### config.mk
export PLATFORM = sky130hd
export DESIGN_NAME = spectrum_bar_smoother_peak_hold_top
export DESIGN_NICKNAME = d
export VERILOG_FILES = /design/src/hdl/sbs_pkg.sv /design/src/hdl/sbs_state_ram.sv /design/src/hdl/sbs_smooth.sv /design/src/hdl/sbs_peak.sv /design/src/hdl/spectrum_bar_smoother_peak_hold_top.sv
export SDC_FILE = /design/constraint.sdc
export NUM_CORES = 2
export LEC_CHECK = 0
export BUFFER_PORTS_ARGS = -buffer_cell sky130_fd_sc_hd__buf_2
export CAP_MARGIN = 20
export CORE_MARGIN = 2
export CORE_UTILIZATION = 60
export CTS_CLUSTER_SIZE = 10
export DETAILED_ROUTE_END_ITERATION = 10
export PLACE_DENSITY_LB_ADDON = 0.3
export SLEW_MARGIN = 20
export SYNTH_ARGS = -nofsm -noshare
export SYNTH_HDL_FRONTEND = slang
export SYNTH_SLANG_ARGS = --single-unit
### constraint.sdc
create_clock -name clk -period 51.6 [get_ports clk]
set_input_delay 7.74 -clock clk [delete_from_list [all_inputs] [get_ports clk]]
set_output_delay 7.74 -clock clk [all_outputs]
set_load 0.005 [all_outputs]
### src/hdl/sbs_pkg.sv
// sbs_pkg: shared types, constants and lookup tables for the spectrum bar
// smoother with peak hold. No dependencies; imported by every hdl/ module.
`default_nettype none

package sbs_pkg;

  localparam int BANDS_DEF   = 32;
  localparam int PIPE_DEPTH  = 6;
  localparam int DT_MAX      = 100;
  localparam int LEVELS      = 256;

  localparam int FULL_SCALE_Q10 = 57344;
  localparam int LEVEL_MAX      = 255;
  localparam int VEL_GAIN       = 30720;
  localparam int VEL_SCALE      = 1000;
  localparam longint unsigned EXP_STEP_Q32 = 64'd4184737345;

  localparam logic [15:0] FIX_SMOOTH  = 16'd22938;
  localparam logic [31:0] ROUND_HALF  = 32'd32768;
  localparam logic [15:0] ONE_PX_Q10  = 16'd1024;
  localparam logic [22:0] FALL_ROUND  = 23'd250;
  // floor(z / 125) == (z * FALL_RECIP) >> FALL_SHIFT for z < 2^21
  localparam logic [21:0] FALL_RECIP  = 22'd2147484;
  localparam int          FALL_SHIFT  = 28;
  localparam logic [5:0]  LOW_TOP_DEF = 6'd28;
  localparam logic [5:0]  MID_TOP_DEF = 6'd45;

  typedef enum logic [1:0] {
    CFG_SMOOTHING_MODE = 2'd0,
    CFG_LOW_ZONE_TOP   = 2'd1,
    CFG_MID_ZONE_TOP   = 2'd2
  } cfg_reg_t;

  typedef logic [15:0] tgt_rom_t [LEVELS];
  typedef logic [15:0] fac_rom_t [DT_MAX+1];
  typedef logic [11:0] vinc_rom_t [DT_MAX+1];

  typedef struct packed {
    logic [15:0] bar;
    logic [15:0] peak;
    logic [15:0] vel;
  } band_state_t;

  typedef struct packed {
    logic [4:0]  idx;
    logic [15:0] target;
    logic [6:0]  ms;
    logic [15:0] factor;
    logic [11:0] vinc;
  } front_t;

  typedef struct packed {
    logic [4:0]  idx;
    logic [6:0]  ms;
    logic [15:0] bar;
    logic        ge;
    logic [15:0] peak;
    logic [15:0] vel;
  } s4_t;

  typedef struct packed {
    logic [5:0] low;
    logic [5:0] mid;
  } zone_cfg_t;

  typedef struct packed {
    logic [4:0] band;
    logic [5:0] bar_px;
    logic [5:0] peak_px;
    logic       shown;
    logic [5:0] lo;
    logic [5:0] mid;
    logic [5:0] top;
  } result_t;

  function automatic tgt_rom_t make_tgt_rom();
    tgt_rom_t rom;
    for (int i = 0; i < LEVELS; i++) begin
      rom[i] = 16'((i * FULL_SCALE_Q10 + LEVEL_MAX / 2) / LEVEL_MAX);
    end
    return rom;
  endfunction

  function automatic fac_rom_t make_fac_rom();
    fac_rom_t rom;
    longint unsigned p;
    p = 64'd1 << 32;
    for (int k = 0; k <= DT_MAX; k++) begin
      rom[k] = 16'(64'd65536 - ((p + 64'd32768) >> 16));
      p = (p * EXP_STEP_Q32 + (64'd1 << 31)) >> 32;
    end
    return rom;
  endfunction

  function automatic vinc_rom_t make_vinc_rom();
    vinc_rom_t rom;
    for (int k = 0; k <= DT_MAX; k++) begin
      rom[k] = 12'((VEL_GAIN * k + VEL_SCALE / 2) / VEL_SCALE);
    end
    return rom;
  endfunction

  localparam tgt_rom_t  TGT_ROM  = make_tgt_rom();
  localparam fac_rom_t  FAC_ROM  = make_fac_rom();
  localparam vinc_rom_t VINC_ROM = make_vinc_rom();

endpackage

`default_nettype wire

### src/hdl/sbs_state_ram.sv
// sbs_state_ram: per-band bar/peak/velocity store, one write and one
// registered read port, with per-entry written flags. Uses sbs_pkg.
`default_nettype none

module sbs_state_ram import sbs_pkg::*; #(
  parameter int BANDS  = BANDS_DEF,
  parameter int SLOT_W = 5
) (
  input  wire logic              clk,
  input  wire logic              rst,
  input  wire logic              rd_en,
  input  wire logic [SLOT_W-1:0] rd_slot,
  output band_state_t            rd_state,
  input  wire logic              wr_en,
  input  wire logic [SLOT_W-1:0] wr_slot,
  input  band_state_t            wr_state
);

  band_state_t      mem [BANDS];
  band_state_t      rd_data;
  logic [BANDS-1:0] written;
  logic             rd_hit;

  always_ff @(posedge clk) begin
    if (wr_en) begin
      mem[wr_slot] <= wr_state;
    end
    if (rd_en) begin
      rd_data <= mem[rd_slot];
    end
  end

  // unwritten entries read as zero
  always_ff @(posedge clk) begin
    if (rst) begin
      written <= '0;
      rd_hit  <= 1'b0;
    end else begin
      if (wr_en) begin
        written[wr_slot] <= 1'b1;
      end
      if (rd_en) begin
        rd_hit <= written[rd_slot];
      end
    end
  end

  assign rd_state = rd_hit ? rd_data : '0;

endmodule

`default_nettype wire

### src/hdl/sbs_smooth.sv
// sbs_smooth: bar smoothing stages 2..4 (distance, multiply, step and
// peak compare / velocity accumulate). Uses sbs_pkg.
`default_nettype none

module sbs_smooth import sbs_pkg::*; (
  input  wire logic clk,
  input  wire logic adv,
  input  front_t    front,
  input  band_state_t old_state,
  output s4_t       s4
);

  typedef struct packed {
    logic [4:0]  idx;
    logic [6:0]  ms;
    logic [11:0] vinc;
    logic [15:0] factor;
    logic [15:0] d;
    logic        up;
    band_state_t st;
  } s2_t;

  typedef struct packed {
    logic [4:0]  idx;
    logic [6:0]  ms;
    logic [11:0] vinc;
    logic [31:0] prod;
    logic        up;
    band_state_t st;
  } s3_t;

  s2_t s2, s2_next;
  s3_t s3, s3_next;
  s4_t s4_next;

  always_comb begin
    s2_next.idx    = front.idx;
    s2_next.ms     = front.ms;
    s2_next.vinc   = front.vinc;
    s2_next.factor = front.factor;
    s2_next.up     = front.target >= old_state.bar;
    s2_next.d      = s2_next.up ? front.target - old_state.bar
                                : old_state.bar - front.target;
    s2_next.st     = old_state;
  end

  always_comb begin
    s3_next.idx  = s2.idx;
    s3_next.ms   = s2.ms;
    s3_next.vinc = s2.vinc;
    s3_next.up   = s2.up;
    s3_next.st   = s2.st;
    s3_next.prod = 32'(s2.d) * 32'(s2.factor) + ROUND_HALF;
  end

  logic [15:0] step;
  logic [16:0] vsum;

  always_comb begin
    step        = s3.prod[31:16];
    vsum        = {1'b0, s3.st.vel} + 17'(s3.vinc);
    s4_next.idx = s3.idx;
    s4_next.ms  = s3.ms;
    s4_next.bar = s3.up ? s3.st.bar + step : s3.st.bar - step;
    s4_next.ge  = s4_next.bar >= s3.st.peak;
    s4_next.peak = s3.st.peak;
    s4_next.vel = vsum[16] ? 16'hFFFF : vsum[15:0];
  end

  always_ff @(posedge clk) begin
    if (adv) begin
      s2 <= s2_next;
      s3 <= s3_next;
      s4 <= s4_next;
    end
  end

endmodule

`default_nettype wire

### src/hdl/sbs_peak.sv
// sbs_peak: peak fall stages 5..6 (velocity * time, divide by 500 via
// reciprocal), new peak, write-back state and zone split. Uses sbs_pkg.
`default_nettype none

module sbs_peak import sbs_pkg::*; (
  input  wire logic  clk,
  input  wire logic  adv,
  input  s4_t        s4,
  input  zone_cfg_t  zone,
  output band_state_t wr_state,
  output result_t    result
);

  typedef struct packed {
    logic [4:0]  idx;
    logic [15:0] bar;
    logic        ge;
    logic [15:0] peak;
    logic [15:0] vel;
    logic [22:0] y;
  } s5_t;

  typedef struct packed {
    logic [4:0]  idx;
    logic [15:0] bar;
    logic        ge;
    logic [15:0] peak;
    logic [15:0] vel;
    logic [42:0] q;
  } s6_t;

  s5_t s5, s5_next;
  s6_t s6, s6_next;

  always_comb begin
    s5_next.idx  = s4.idx;
    s5_next.bar  = s4.bar;
    s5_next.ge   = s4.ge;
    s5_next.peak = s4.peak;
    s5_next.vel  = s4.vel;
    s5_next.y    = 23'(s4.vel) * 23'(s4.ms) + FALL_ROUND;
  end

  always_comb begin
    s6_next.idx  = s5.idx;
    s6_next.bar  = s5.bar;
    s6_next.ge   = s5.ge;
    s6_next.peak = s5.peak;
    s6_next.vel  = s5.vel;
    s6_next.q    = 43'(s5.y[22:2]) * 43'(FALL_RECIP);
  end

  always_ff @(posedge clk) begin
    if (adv) begin
      s5 <= s5_next;
      s6 <= s6_next;
    end
  end

  logic [15:0] fall;
  logic [15:0] peak_new;
  logic [5:0]  h;
  logic [5:0]  cap;

  always_comb begin
    fall = 16'(s6.q[42:FALL_SHIFT]);
    if (s6.ge) begin
      peak_new = s6.bar;
    end else if (fall >= s6.peak) begin
      peak_new = '0;
    end else begin
      peak_new = s6.peak - fall;
    end
    wr_state.bar  = s6.bar;
    wr_state.peak = peak_new;
    wr_state.vel  = s6.ge ? '0 : s6.vel;

    h   = s6.bar[15:10];
    cap = (h < zone.mid) ? h : zone.mid;
    result.band    = s6.idx;
    result.bar_px  = h;
    result.peak_px = peak_new[15:10];
    result.shown   = peak_new > ONE_PX_Q10;
    result.lo      = (h < zone.low) ? h : zone.low;
    result.mid     = (cap > zone.low) ? cap - zone.low : '0;
    result.top     = (h > zone.mid) ? h - zone.mid : '0;
  end

endmodule

`default_nettype wire

### src/hdl/spectrum_bar_smoother_peak_hold_top.sv
// Spectrum bar smoother with peak hold, top level: input stage, table
// lookups, band hazard check, config registers and output register.
// Depends on sbs_pkg, sbs_state_ram, sbs_smooth and sbs_peak.
//
// Usage: one band request per cycle on in_valid/in_stall (band_index,
// band_level, stale, elapsed_ms); one result per request on out_valid/
// out_stall, in request order. A request is taken when valid is high and
// stall is low on a rising edge of clk.
// Each request passes the input stage, stages 2..6 and the output register.
// Throughput: one request per cycle for requests to different bands. A
// request whose band (band_index mod BANDS) matches one of the up to six
// requests in the pipeline is held by in_stall until that band's state is
// written back, so back-to-back updates of one band do not overlap.
// When out_stall is high with a result waiting, the whole pipeline holds
// and in_stall is raised; nothing is dropped or repeated.
// Reset (rst, synchronous): all bands read as zero height and velocity,
// smoothing_mode = 0, zone tops 28 and 45; in_stall is high during reset.
// Config writes (cfg_wr_en, cfg_index, cfg_data) take effect next cycle
// and are meant to be issued while the block is idle.
`default_nettype none

module spectrum_bar_smoother_peak_hold_top import sbs_pkg::*; #(
  parameter int BANDS = BANDS_DEF
) (
  input  wire logic        clk,
  input  wire logic        rst,
  input  wire logic        cfg_wr_en,
  input  wire logic [1:0]  cfg_index,
  input  wire logic [5:0]  cfg_data,
  input  wire logic        in_valid,
  output logic             in_stall,
  input  wire logic [4:0]  band_index,
  input  wire logic [7:0]  band_level,
  input  wire logic        stale,
  input  wire logic [15:0] elapsed_ms,
  output logic             out_valid,
  input  wire logic        out_stall,
  output logic [4:0]       band_out,
  output logic [5:0]       bar_pixels,
  output logic [5:0]       peak_pixels,
  output logic             peak_shown,
  output logic [5:0]       low_part,
  output logic [5:0]       mid_part,
  output logic [5:0]       top_part
);

  localparam int          SLOT_W  = (BANDS > 1) ? $clog2(BANDS) : 1;
  localparam logic [12:0] BANDS_W = 13'(BANDS);

  logic        smoothing_mode;
  zone_cfg_t   zone;

  logic        adv;
  logic        hazard;
  logic        in_accept;
  logic [4:0]  rem;
  logic [SLOT_W-1:0] in_slot;
  logic [6:0]  ms_sat;
  front_t      front, front_next;

  logic [PIPE_DEPTH:1] vld;
  logic [SLOT_W-1:0]   slot_pipe [1:PIPE_DEPTH];

  band_state_t old_state;
  band_state_t wr_state;
  s4_t         s4;
  result_t     result, result_out;

  assign adv       = !out_valid || !out_stall;
  assign in_stall  = rst || !adv || hazard;
  assign in_accept = in_valid && !in_stall;

  // band_index mod BANDS by restoring subtraction
  always_comb begin
    rem = band_index;
    for (int k = 4; k >= 0; k--) begin
      if (13'(rem) >= (BANDS_W << k)) begin
        rem = rem - 5'(BANDS_W << k);
      end
    end
    in_slot = SLOT_W'(rem);
  end

  always_comb begin
    hazard = 1'b0;
    for (int k = 1; k <= PIPE_DEPTH; k++) begin
      if (vld[k] && slot_pipe[k] == in_slot) begin
        hazard = 1'b1;
      end
    end
  end

  always_comb begin
    ms_sat            = (elapsed_ms > 16'(DT_MAX)) ? 7'(DT_MAX) : elapsed_ms[6:0];
    front_next.idx    = band_index;
    front_next.target = stale ? '0 : TGT_ROM[band_level];
    front_next.ms     = ms_sat;
    front_next.factor = smoothing_mode ? FAC_ROM[ms_sat] : FIX_SMOOTH;
    front_next.vinc   = VINC_ROM[ms_sat];
  end

  always_ff @(posedge clk) begin
    if (adv) begin
      front      <= front_next;
      result_out <= result;
      slot_pipe[1] <= in_slot;
      for (int k = 2; k <= PIPE_DEPTH; k++) begin
        slot_pipe[k] <= slot_pipe[k-1];
      end
    end
  end

  always_ff @(posedge clk) begin
    if (rst) begin
      vld            <= '0;
      out_valid      <= 1'b0;
      smoothing_mode <= 1'b0;
      zone.low       <= LOW_TOP_DEF;
      zone.mid       <= MID_TOP_DEF;
    end else begin
      if (adv) begin
        vld       <= {vld[PIPE_DEPTH-1:1], in_accept};
        out_valid <= vld[PIPE_DEPTH];
      end
      if (cfg_wr_en) begin
        case (cfg_reg_t'(cfg_index))
          CFG_SMOOTHING_MODE: smoothing_mode <= cfg_data[0];
          CFG_LOW_ZONE_TOP:   zone.low       <= cfg_data;
          CFG_MID_ZONE_TOP:   zone.mid       <= cfg_data;
          default: ;
        endcase
      end
    end
  end

  sbs_state_ram #(
    .BANDS  (BANDS),
    .SLOT_W (SLOT_W)
  ) u_ram (
    .clk      (clk),
    .rst      (rst),
    .rd_en    (adv),
    .rd_slot  (in_slot),
    .rd_state (old_state),
    .wr_en    (adv && vld[PIPE_DEPTH]),
    .wr_slot  (slot_pipe[PIPE_DEPTH]),
    .wr_state (wr_state)
  );

  sbs_smooth u_smooth (
    .clk       (clk),
    .adv       (adv),
    .front     (front),
    .old_state (old_state),
    .s4        (s4)
  );

  sbs_peak u_peak (
    .clk      (clk),
    .adv      (adv),
    .s4       (s4),
    .zone     (zone),
    .wr_state (wr_state),
    .result   (result)
  );

  assign band_out    = result_out.band;
  assign bar_pixels  = result_out.bar_px;
  assign peak_pixels = result_out.peak_px;
  assign peak_shown  = result_out.shown;
  assign low_part    = result_out.lo;
  assign mid_part    = result_out.mid;
  assign top_part    = result_out.top;

endmodule

`default_nettype wire

== Word-level counts from Yosys, hierarchy flattened ==
Memory sizes are Yosys's and may differ from the RTL's. A register that Yosys moved wholly into a read port is not among the register bits.
Index checks and enable logic that the tools add are counted.

* Register bits after elaboration: 544
* Bits in writable memories: 1,566
* Bits in read-only memories: 7,680
* Bits of input ports: 43
* Memories: 5

* Add/subtract/negate cells: 10
* Multiply operators: 3
* Order comparisons: 12
* Eq/ne operators: 8
* Multiplexer cells: 23
* Bitwise gates (word level): 3
* Reduce and logical (&&, ||, !) cells: 21

{| class="wikitable"
|+ Memories
! name !! words !! bits a word !! read ports !! clocked after memory_dff !! write ports !! line !! RTL
|-
| (no name shown) || 256 || 16 || 1 || 1 || 0 || spectrum_bar_smoother_peak_hold_top.sv:96 || <nowiki>front_next.target = stale ? '0 : TGT_ROM[band_level];</nowiki>
|-
| (no name shown) || 128 || 16 || 1 || 1 || 0 || spectrum_bar_smoother_peak_hold_top.sv:98 || <nowiki>front_next.factor = smoothing_mode ? FAC_ROM[ms_sat] : FIX_SMOOTH;</nowiki>
|-
| (no name shown) || 128 || 12 || 1 || 1 || 0 || spectrum_bar_smoother_peak_hold_top.sv:99 || <nowiki>front_next.vinc = VINC_ROM[ms_sat];</nowiki>
|-
| u_ram.mem || 32 || 48 || 1 || 1 || 1 || sbs_state_ram.sv:19 || <nowiki>band_state_t mem [BANDS];</nowiki>
|-
| slot_pipe || 6 || 5 || 6 || 0 || 6 || spectrum_bar_smoother_peak_hold_top.sv:62 || <nowiki>logic [SLOT_W-1:0] slot_pipe [1:PIPE_DEPTH];</nowiki>
|}

{| class="wikitable"
|+ Operator list
! operator !! count
|-
| 2-to-1 mux 16 bit || 5
|-
| 2-to-1 mux 48 bit || 1
|-
| subtractor 16 bit || 3
|-
| multiplier 21 x 20 -> 41 bit, second input constant || 1
|-
| adder 32 x 16 -> 32 bit, second input constant || 1
|-
| greater-or-equal comparator 16 bit || 2
|-
| multiplier 16 x 16 -> 32 bit || 1
|-
| OR 32 bit || 1
|-
| == test 5 bit || 6
|-
| adder 23 x 8 -> 23 bit, second input constant || 1
|-
| multiplier 16 x 7 -> 23 bit || 1
|-
| adder 16 x 12 -> 17 bit || 1
|-
| adder 16 bit || 1
|-
| greater-or-equal comparator 15 x 16 -> 1 bit || 1
|-
| greater-than comparator 16 x 11 -> 1 bit, second input constant || 1
|-
| greater-than comparator 16 x 7 -> 1 bit, second input constant || 1
|-
| subtractor 16 x 15 -> 16 bit || 1
|-
| greater-than comparator 6 bit || 2
|-
| < comparator 5 x 6 -> 1 bit, second input constant || 2
|-
| < comparator 6 bit || 2
|-
| 2-to-1 mux 1 bit || 12
|-
| 2-to-1 mux 6 bit || 2
|-
| subtractor 6 bit || 2
|-
| logical AND 1 bit || 9
|-
| 12 further kinds || 20
|}

== Depth between registers and ports, before layout ==
An unclocked memory read counts as a cell.

* Word-level depth: 12
* Depth in mapped cells: 23
* Depth with buffers taken out: 22

== Cells and area by module ==
From an unflattened synthesis, not the netlist that was laid out.

* Cell total of the unflattened synthesis: 6,964
* Area, all modules: 107,371.7 µm²

{| class="wikitable"
|+ By module, submodules not included
! module !! times used !! cells each !! area an instance (µm²) !! seq. area each (µm²)
|-
| sbs_state_ram || 1 || 2,470 || 61,193.7 || 48,226.3
|-
| sbs_smooth || 1 || 1,698 || 19,466.2 || 7,657.3
|-
| sbs_peak || 1 || 1,402 || 15,300.9 || 4,324.1
|-
| spectrum_bar_smoother_peak_hold_top || 1 || 1,394 || 11,410.9 || 3,913.8
|}

== Worst setup path after synthesis ==
OpenSTA, ideal clock, no wires.

* Path kind: input-to-reg
* Start point: input out_stall
* End point: register u_ram.written[3]
* Setup time: 125 ps
* Arrival: 24,983 ps
* Data required time: 51,475 ps
* Slack: 26,492 ps
* Cell stages on the path: 6
* Buffers on the path: 1
* Cells stage by stage: and2_1 > clkbuf_1 > clkinv_1 > nand4_1 > nor2_1 > o21ba_2

* Cells in the longest elaborated chain, start to end: 3

{| class="wikitable"
|+ Ends and longest elaborated chain
! item !! line !! RTL
|-
| start, declared || spectrum_bar_smoother_peak_hold_top.sv:37 || <nowiki>input wire logic out_stall,</nowiki>
|-
| zero test 1 bit || spectrum_bar_smoother_peak_hold_top.sv:69 || <nowiki>assign adv = !out_valid || !out_stall;</nowiki>
|-
| logical OR 1 bit || spectrum_bar_smoother_peak_hold_top.sv:69 ||
|-
| logical AND 1 bit || spectrum_bar_smoother_peak_hold_top.sv:145 || <nowiki>.wr_en (adv && vld[PIPE_DEPTH]),</nowiki>
|-
| end signal, assigned || sbs_state_ram.sv:36 || <nowiki>written <= '0;</nowiki>
|-
| end signal, assigned by index || sbs_state_ram.sv:40 || <nowiki>written[wr_slot] <= 1'b1;</nowiki>
|-
| end, declared || sbs_state_ram.sv:21 || <nowiki>logic [BANDS-1:0] written;</nowiki>
|}

No other way between the ends.
A chain may end at the register's enable or synchronous reset.

== Final worst setup path ==
* Start point: input band_index[1]
* End point: output in_stall

* Cells in the longest elaborated chain, start to end: 9
* Elaborated cells on any way between the ends: 19

{| class="wikitable"
|+ Ends and longest elaborated chain
! item !! line !! RTL
|-
| start, declared || spectrum_bar_smoother_peak_hold_top.sv:32 || <nowiki>input wire logic [4:0] band_index,</nowiki>
|-
| == test 5 bit || spectrum_bar_smoother_peak_hold_top.sv:87 || <nowiki>if (vld[k] && slot_pipe[k] == in_slot) begin</nowiki>
|-
| logical AND 1 bit || spectrum_bar_smoother_peak_hold_top.sv:87 ||
|-
| 2-to-1 mux 1 bit (5 in a row) || spectrum_bar_smoother_peak_hold_top.sv:87 ||
|-
| 2-to-1 mux 1 bit (*) || spectrum_bar_smoother_peak_hold_top.sv:87 ||
|-
| logical OR 1 bit (*) || spectrum_bar_smoother_peak_hold_top.sv:70 || <nowiki>assign in_stall = rst || !adv || hazard;</nowiki>
|-
| end, declared || spectrum_bar_smoother_peak_hold_top.sv:31 || <nowiki>output logic in_stall,</nowiki>
|}

Every way passes the cells marked *; elsewhere a longest branch is shown, timed or not.

==> results.tsv <==
stage	metric	value	unit
clock_tree	CTS HTree Levels	4	
setup_path	crit path cell chain	buf_8, xor2_1, nor4_1, nand3_1, nand2_1, a31oi_1, nand4_1, buf_2	
route	drt drc	0	
setup_path	FF-to-FF path depth	20	
place	Detailed Place HPWL	159	mm
route	Routed WL per cell	30.1	um
route	DR pass1 iterations	9	
min_path	Hold Crit Class	register to register	
die	core region area	174000	um^2
setup_path	crit path to	in_stall	
grt	largest net degree at the start of global routing	148	
yosys	post-synthesis async set-or-reset flop share	0	%
yosys	ys flop type	edfxtp_1	
setup_path	Critical Path RT	43.86	ns
grt	vias in the first global route	63366	
sta	unrepaired setup endpoints after global routing	no	
grt	initial antenna violation count	14	
die	die area	179000	um^2
clock_tree	Hold Buf Count CTS	0	
run_status	status	finished, final reports clean	
clock_tree	TritonCTS buffer count	234	
route	Via Count	62166	
clock_tree	Clock Root Buffer	clkbuf_16	
yosys	#FFs+latches synth	2128	
setup_path	FF-to-FF Start	u_smooth.s2[56]	
yosys	Area contributors post-synth	edfxtp_1 (59%), mux4_2 (11%), fa_1 (6.9%), ha_1 (5.7%), inv_1 (2.2%)	
yosys	sequential area share after synthesis	60.1	%
yosys	top-count cell post-synth	edfxtp_1	
grt	global-route wire length before repair	416	mm
final_layout	fillers	11376	
clock_tree	Clk pin slew, worst setup/hold paths	0.06	ns
clock_tree	deepest clock path buffer count	3	
sta	skew final	0.0594	ns
grt	gr ovfl total	0	
yosys	leading area contributor after synthesis	edfxtp_1	
min_path	HP Start	u_smooth.s2[31]	
die	Initial Utilization	60.5	%
yosys	Post-synth EDFFs	2075	
clock_tree	clock insertion delay at the later pin of the skew report	0.87	ns
sta	final hold vios	0	
yosys	Synth Cell Area	105000	um^2
setup_path	Slowest cell on crit path	buf_8	
route	DRT iter0 DRCs	8193	
setup_path	critical path launch point	band_index[1]	
yosys	Commonest cells post-synth	edfxtp_1 (2075), inv_1 (609), mux4_2 (493)	
setup_path	CP max FO	97	
yosys	share of the synthesized area in the top cell type	59.1	%
sta	# setup viols final	0	
sta	crit share post-route	33.1	%
final_layout	Area Overhead vs Synth	9.41	%
yosys	count of cell types in the netlist	89	
clock_tree	clock sinks	2128	
final_layout	FF+latch area	63400	um^2
setup_path	Critical R2R Capture	u_smooth.s3[80]	
setup_path	Startpoint Class	input pin	
clock_tree	postcts setup bufs	0	
setup_path	CP arrival	9.34	ns
pwr	Power Dens Cells	56.2	nW/um^2
clock_tree	cts repair resizes	0	
sta	Slew @ Worst Pin	1.19	ns
final_layout	nets	7843	
sta	Slew headroom	20.5	%
yosys	syn_area_per_cell	15.4	um^2
setup_path	reg2reg setup slack	44.42	ns
pwr	peak supply drop	148	uV
final_layout	share of layout cells above drive strength 1	15.7	%
setup_path	Worst path max stage delay	0.51	ns
pwr	Leak	41.2	nW
yosys	Ys Warns	0	
sta	TNS Setup	0	ns
die	Rows	153	
final_layout	final core occ	66.2	%
setup_path	critical path class	input pin to primary output	
grt	gr usage total	31.7	%
die	DIE WIDTH	423	um
sta	min cycle time layout	17.08	ns
die	die height	423	um
final_layout	multi-input logic area	38900	um^2
route	vias per cell	6.65	
flow_run	max_cap viols	0	
yosys	synthesized net count	7745	
sta	Max Clk Rate	58.6	MHz
place	PortBufs	80	
yosys	Mapped Cells	6860	
die	io pins	81	
route	antenna viol nets, final	0	
route	wirelength, routed	282	mm
sta	Slew Limit Fails	0	
setup_path	Setup crit end kind	primary output	
place	GPL Wtd Cong	0.939	
clock_tree	CTS tree	done	
[registers in the layout, indices dropped and copies added (netlist names), 5 cells and up]
name,flops
zone,12
band_out,5
u_smooth.s2,104
u_peak.s6,33
bar_pixels,6
peak_pixels,6
u_ram.mem,1536
u_ram.rd_data,48
slot_pipe,6
u_smooth.s3,88
u_smooth.s4,60
mid_part,6
front,55
u_peak.wr_state,10
low_part,6
u_ram.written,32
vld,6
u_peak.s5,74
u_peak.fall,15
u_peak.result,10
top_part,6
[metrics by stage]
step                setup slack (ns)  std cells  hold WS, ns  power [mW]  cell area, um^2
global route                   34.37       9352        0.380        6.94           115000
global placement               34.43       9032        0.400        4.94           109000
floorplan                      26.49       6860        0.400        4.18           105000
CTS                            34.45       9339        0.364        6.51           115000
detailed placement             34.46       9037        0.405        5.01           109000
finish                         34.52       9355        0.371        6.49           115000
[cell type report]
cell class | instances | area share [%]
well taps | 2325 | 2.52
diodes | 6 | 0.0130
clock inverters | 23 | 0.274
inverters | 615 | 2.01
flip-flops and latches | 2128 | 54.9
repair buffers | 188 | 1.24
clock buffers | 279 | 5.26
multi-input cells | 3791 | 33.7
[cell families (layout without fill, tap and decap cells)]
family	after synthesis	after routing	synth area share, %
AOI/OAI and AO/OA	885	885	5.35
xor gates and xnor gates	148	148	1.23
adders and majority gates	842	842	12.6
buffers and inverters	941	1105	3.36
DFF	2128	2128	60.1
muxes	583	583	11.5
other	0	6	0
and+or+nand+nor	1333	1333	5.90
[power breakdown]
group	switching (mW)	total [mW]	internal, mW
combinational	1.66	2.75	1.09
sequential	0.0757	2.27	2.19
clock	0.656	1.47	0.816
[worst max-delay path, delay by kind of cell]
kind                   cells  cell delay [ns]
XOR/XNOR                   1             0.17
buffers and inverters      2             0.64
AO/OA/AOI/OAI              1             0.04
AND/OR/NAND/NOR            4             0.65
[per-layer routing]
metal,vias up,wire (um),global-route usage (%)
met5,-,13,0
met4,2,10900,12.8
met3,681,27000,6.08
met2,3963,141000,52.2
met1,31801,103000,41.9
li1,25719,-,-
[cell usage in the layout, fill, tap and decap left out, drive strengths merged, types with 21 or more instances in the layout]
cell    instances
a21o           49
dfxtp          53
nor2          338
fa            365
nor2b          53
mux2           66
o21ai         204
a221oi         29
nand2         465
o211ai         42
xnor2          83
mux4          493
nand3          65
a21oi         269
nor3           64
mux2i          24
clkbuf        280
inv           615
o21a           21
ha            477
xor2           65
nand2b         32
a31oi          44
a211oi         52
edfxtp       2075
buf           187
and2          216
[how the worst min path moves through the flow]
stage                   endpoint  slack, ns  cells past startpoint
6_report         u_smooth.s3[31]       0.37                      0
5_1_grt          u_smooth.s3[31]       0.38                      0
4_1_cts          u_smooth.s3[31]       0.36                      0
3_5_place_dp       u_peak.s5[47]       0.40                      0
3_3_place_gp       u_peak.s6[73]       0.40                      0
2_1_floorplan  u_peak.result[25]       0.40                      0
Note: power is estimated with default switching activity, not from simulation.
